<file path="config.mk">
export PLATFORM = sky130hd
export DESIGN_NAME = scrw_front
export DESIGN_NICKNAME = d
export VERILOG_FILES = /design/src/scrw_pkg.sv /design/src/scrw_front.sv
export SDC_FILE = /design/constraint.sdc
export NUM_CORES = 1
export LEC_CHECK = 0
export BUFFER_PORTS_ARGS = -buffer_cell sky130_fd_sc_hd__buf_2
export CAP_MARGIN = 20
export CORE_MARGIN = 4
export CORE_UTILIZATION = 25
export DETAILED_ROUTE_END_ITERATION = 10
export GPL_ROUTABILITY_DRIVEN = 1
export PLACE_DENSITY = 0.57
export SYNTH_ARGS = -nofsm -noshare
export SYNTH_HDL_FRONTEND = slang
export SYNTH_SLANG_ARGS = --single-unit
export TNS_END_PERCENT = 1
</file>
<file path="constraint.sdc">
create_clock -name clk_i -period 4 [get_ports clk_i]
set_clock_uncertainty 0.1 [all_clocks]
set_input_delay 0.2 -clock clk_i [delete_from_list [all_inputs] [get_ports clk_i]]
set_output_delay 0.2 -clock clk_i [all_outputs]
set_load 0.01 [all_outputs]
</file>
<file path="src/scrw_pkg.sv">
`default_nettype none
package scrw_pkg;

  localparam int unsigned NumContexts = 256;
  localparam int unsigned IdxW = $clog2(NumContexts);
  localparam int unsigned WinSize = 64;

  typedef enum logic [1:0] {
    FUNC_ESTABLISH = 2'd0,
    FUNC_VALIDATE  = 2'd1,
    FUNC_DESTROY   = 2'd2,
    FUNC_UNUSED    = 2'd3
  } func_e;

  typedef enum logic [2:0] {
    ST_OK      = 3'd0,
    ST_FULL    = 3'd1,
    ST_UNKNOWN = 3'd2,
    ST_BELOW   = 3'd3,
    ST_REPLAY  = 3'd4
  } status_e;

  localparam logic [1:0] SvcNone  = 2'd1;
  localparam logic [1:0] SvcInteg = 2'd2;
  localparam logic [1:0] SvcPriv  = 2'd3;

  typedef struct packed {
    logic [1:0]  func;
    logic [31:0] handle;
    logic [31:0] seq_num;
    logic [1:0]  req_service;
    logic        conf_flag;
    logic        integ_flag;
  } req_t;

  typedef struct packed {
    logic [2:0]  status;
    logic [1:0]  granted_service;
    logic [31:0] stored_handle;
  } rsp_t;

  // Command passed from the front end to the back end
  typedef struct packed {
    req_t            req;
    logic            found;
    logic [IdxW-1:0] slot;
  } cmd_t;

  typedef enum logic [1:0] {
    FS_IDLE,
    FS_SCAN,
    FS_PUSH
  } front_state_e;

  typedef enum logic [1:0] {
    BS_IDLE,
    BS_READ,
    BS_EXEC,
    BS_OUT
  } back_state_e;

endpackage
`default_nettype wire

</file>
<file path="src/scrw_front.sv">
`default_nettype none
// Front end: walks the slot table for a free slot or a matching handle
module scrw_front import scrw_pkg::*; (
  input  wire logic            clk_i,
  input  wire logic            rst_ni,
  input  wire logic            in_valid_i,
  output logic                 in_stall_o,
  input  wire req_t            in_data_i,
  // table view kept by the back end
  input  wire logic [NumContexts-1:0] slot_valid_i,
  output logic [IdxW-1:0]      tag_addr_o,
  input  wire logic [31:0]     tag_data_i,
  output logic                 cmd_valid_o,
  input  wire logic            cmd_full_i,
  output cmd_t                 cmd_o,
  input  wire logic            back_busy_i
);

  front_state_e state_q, state_d;
  req_t            req_q;
  logic [IdxW:0]   idx_q, idx_d;
  logic            found_q, found_d;
  logic [IdxW-1:0] slot_q, slot_d;
  logic            rd_pend_q;
  logic [31:0]     h_cmp;
  logic            take;

  // handle compared as stored on establish is irrelevant; lookups use raw handle
  assign h_cmp = req_q.handle;
  assign take = (state_q == FS_IDLE) && in_valid_i && !back_busy_i;
  assign in_stall_o = !((state_q == FS_IDLE) && !back_busy_i);
  assign tag_addr_o = idx_q[IdxW-1:0];

  // next state
  always_comb begin
    state_d = state_q;
    idx_d = idx_q;
    found_d = found_q;
    slot_d = slot_q;
    unique case (state_q)
      FS_IDLE: begin
        if (take) begin
          state_d = FS_SCAN;
          idx_d = '0;
          found_d = 1'b0;
        end
      end
      FS_SCAN: begin
        if (req_q.func == FUNC_ESTABLISH) begin
          // free slot search over valid flags, one slot a cycle
          if (!slot_valid_i[idx_q[IdxW-1:0]]) begin
            found_d = 1'b1;
            slot_d = idx_q[IdxW-1:0];
            state_d = FS_PUSH;
          end else if (idx_q == (IdxW+1)'(NumContexts - 1)) begin
            state_d = FS_PUSH;
          end else begin
            idx_d = idx_q + 1'b1;
          end
        end else if (req_q.func == FUNC_UNUSED) begin
          state_d = FS_PUSH;
        end else if (rd_pend_q) begin
          // tag read for idx_q-1 returned
          if (slot_valid_i[slot_q] && tag_data_i == h_cmp) begin
            found_d = 1'b1;
            state_d = FS_PUSH;
          end else if (idx_q == (IdxW+1)'(NumContexts)) begin
            state_d = FS_PUSH;
          end else begin
            slot_d = idx_q[IdxW-1:0];
            idx_d = idx_q + 1'b1;
          end
        end else begin
          slot_d = idx_q[IdxW-1:0];
          idx_d = idx_q + 1'b1;
        end
      end
      FS_PUSH: begin
        if (!cmd_full_i) state_d = FS_IDLE;
      end
      default: state_d = FS_IDLE;
    endcase
  end

  // outputs
  always_comb begin
    cmd_valid_o = (state_q == FS_PUSH);
    cmd_o.req = req_q;
    cmd_o.found = found_q;
    cmd_o.slot = slot_q;
  end

  always_ff @(posedge clk_i or negedge rst_ni) begin
    if (!rst_ni) begin
      state_q <= FS_IDLE;
      idx_q <= '0;
      found_q <= 1'b0;
      rd_pend_q <= 1'b0;
    end else begin
      state_q <= state_d;
      idx_q <= idx_d;
      found_q <= found_d;
      rd_pend_q <= (state_q == FS_SCAN) && (state_d == FS_SCAN)
                   && (req_q.func != FUNC_ESTABLISH);
    end
  end

  always_ff @(posedge clk_i) begin
    slot_q <= slot_d;
    if (take) req_q <= in_data_i;
  end

endmodule
`default_nettype wire

</file>
==> flow_summary_export.csv <==
group,metric,value,unit
status,outcome,"completed",
timing,hold_viol_final,0,
global_route,met3_usage,0.0660,
finish,fin_nets,1451,
finish,design_area,11700,µm²
global_route,antenna_found_initial,12,
floorplanning,initial_core_util,0.253,
place,place_congestion,0.896,
critical_path,arrival,3.52,ns
synthesis,syn-instance-count,585,
drt,first_pass_iters,4,
timing,fin_tns_setup,0,ns
power,ir_drop,0.280,mV
clock_network,post_cts.repair.setup_buffers,0,
global_route,grt_pass1_wl,56.3,mm
synthesis,yosysMostFrequentCell,"mux4_2",
floorplanning,die_x,187,µm
finish,drive_gt1_frac,0.578,
min_path,min_path_type,"in2reg",
drt,viasPerCell,5.26,
min_path,hold_start,"cmd_full_i",
global_route,overflow,0,
timing,worst_pin_slew,0.903,ns
critical_path,crit_type,"reg2reg",
clock_network,clock_sinks,91,
synthesis,yosysTopAreaCellShare,0.308,
place,io_buffers,451,
global_route,grt_start_max_net_pins,71,
synthesis,synth_edf_count,78,
timing,min_period_over_period,0.891,
floorplanning,io_pins,452,
clock_network,cts_hold_buffers,71,
synthesis,syn_area_per_cell,13.6,µm²
finish,multi_input_area,4880,µm²
place,hpwlAfterDp,31.4,mm
finish,fillers,3104,
floorplanning,dieArea,34800,µm²
synthesis,synth_common_cells,"109 x mux4_2, 78 x edfxtp_1, 36 x nand2_1, 32 x xor2_1",
drt,ant_nets,0,
floorplanning,core_area,31600,µm²
synthesis,synth_nets,951,
drt,vias,7891,
clock_network,cts_root_buffer,"clkbuf_16",
critical_path,timing.rr.end,"slot_q[7]",
power,powerDensity,418,nW/µm²
clock_network,h-tree-depth,3,
timing,max_slew_margin,0.398,
drt,drc,0,
power,leakage,4.90,nW
timing,period_minus_slack,3.56,ns
clock_network,cts_tree,"built",
timing,setup_viol,0,
critical_path,cp-start-kind,"flop",
critical_path,required,3.96,ns
floorplanning,die_h,187,µm
job,maxCapViolations,0,
synthesis,ys_warn_count,0,
global_route,grt_usage,0.213,
finish,area_growth,46.9,%
synthesis,synth_cell_types,66,
drt,first_iter_violations,440,
synthesis,ys_seq_area_frac,0.334,
synthesis,synth-async-reset-ratio,0.143,
global_route,grt_busiest_layer,"met2",
finish,seq_area,2670,µm²
clock_network,clk_path_buf_depth,2,
clock_network,clk_pin_slew,0.07,ns
synthesis,synth_ff_type,"edfxtp_1",
critical_path,rr_startpoint,"slot_q[0]",
critical_path,cp-end-kind,"flop",
global_route,use_met2,0.376,
critical_path,cp_max_fo,25,
global_route,grt_use_met1,0.243,
place,place_area,10700,µm²
global_route,grt_pass1_vias,8719,
min_path,min_to,"state_q[1]",
synthesis,syn_area,7980,µm²
synthesis,synthTopCellsByArea,"mux4_2 31%, edfxtp_1 29%, dfrtp_1 4.1%, mux4_1 3.6%, xor2_1 3.5%",
drt,wire_per_inst,25.6,µm
synthesis,synth_seq_cells,91,
critical_path,r2r_cells,12,
timing,max_freq,281,MHz
synthesis,yosysTopAreaCell,"mux4_2",
clock_network,postCtsResizedCells,0,
timing,drv_slew,0,
floorplanning,num_rows,65,
clock_network,cts_buffers,9,
critical_path,ff2ff_setup_slack,0.44,ns
min_path,holdPathStages,3,
timing,rsz0062_at_grt,"false",
drt,wirelength,38.4,mm
clock_network,worstSkewPairLatency,0.35,ns
## state kept, by name (all words and copies together) (netlist names)
signal	count
h_cmp	32
cmd_o	38
slot_q	8
state_q	2
rd_pend_q	1
found_q	1
idx_q	9
## cells in the final DEF (no fill, tap or decap), types with 13 or more instances in the layout
cell / instances
mux2i_1: 16
inv_1: 13
buf_2: 451
xor2_1: 32
dlygate4sd3_1: 71
nand2_1: 36
a22oi_1: 22
nor2_1: 20
nor2b_1: 13
mux2_2: 17
edfxtp_1: 78
mux4_2: 109
buf_4: 21
## worst max-delay path by stage
stage          cells past startpoint        end  startpoint  slack, ns
6_report                          12  slot_q[7]   slot_q[0]       0.44
5_1_grt                           10   idx_q[8]    idx_q[1]       0.19
4_1_cts                           12  slot_q[7]   slot_q[0]       0.46
3_5_place_dp                      12  slot_q[0]   slot_q[0]       0.47
3_3_place_gp                      12  slot_q[0]   slot_q[0]       0.46
2_1_floorplan                     13  slot_q[0]   slot_q[2]       0.40
## cells by family after synthesis
| logic type | share of synthesized area |
|---|---|
| DFF | 0.334 |
| xor gates and xnor gates | 0.0362 |
| buffers and inverters | 0.0535 |
| adders and majority gates | 0.00471 |
| and+or+nand+nor | 0.0932 |
| AOI/OAI and AO/OA | 0.0880 |
| muxes | 0.390 |
## worst max-delay path, stage by stage (launching register included)
cell and delay (ns):
edfxtp_1 0.40, buf_12 0.23, buf_4 0.33, mux4_2 0.54, nand2b_1 0.15, a311oi_1 0.21, o2111ai_1 0.26, o311a_1 0.23
a31o_2 0.26, nor2_1 0.10, nand2_1 0.08, a21oi_1 0.16, buf_4 0.19
## power by group
group | total [mW] | internal, mW | switching, mW
clock network | 0.930 | 0.550 | 0.379
logic | 2.56 | 1.34 | 1.22
registers | 1.40 | 1.21 | 0.186
total | 4.89 | 3.10 | 1.79
## per-layer routing
layer  wire [µm]  vias to the layer above
met3        3540                       61
met1       14100                     3887
met4        1130                        8
li1            -                     3464
met5          42                        -
met2       19700                      471
## area by class of cell
type | count | share of cell area
Timing Repair Buffer | 550 | 0.279
Clock inverter | 5 | 0.00726
Inverter | 15 | 0.00481
Antenna cell | 9 | 0.00192
Sequential cell | 91 | 0.228
Clock buffer | 10 | 0.0195
Multi-Input combinational cell | 418 | 0.417
Tap cell | 402 | 0.0429
## per-stage QoR
| stage | util | cells | power [mW] | hold WS, ns | setup WS [ns] |
|---|---|---|---|---|---|
| floorplan | - | 585 | 3.09 | -0.196 | 0.401 |
| global placement | 0.338 | 1405 | 3.93 | 0.0127 | 0.460 |
| detailed placement | 0.338 | 1405 | 3.93 | 0.0135 | 0.473 |
| CTS | 0.371 | 1491 | 4.95 | 0.220 | 0.464 |
| global route | 0.371 | 1497 | 5.19 | 0.233 | 0.187 |
| finish | 0.371 | 1500 | 4.89 | 0.247 | 0.437 |
Power figures use the tool's default switching activity.
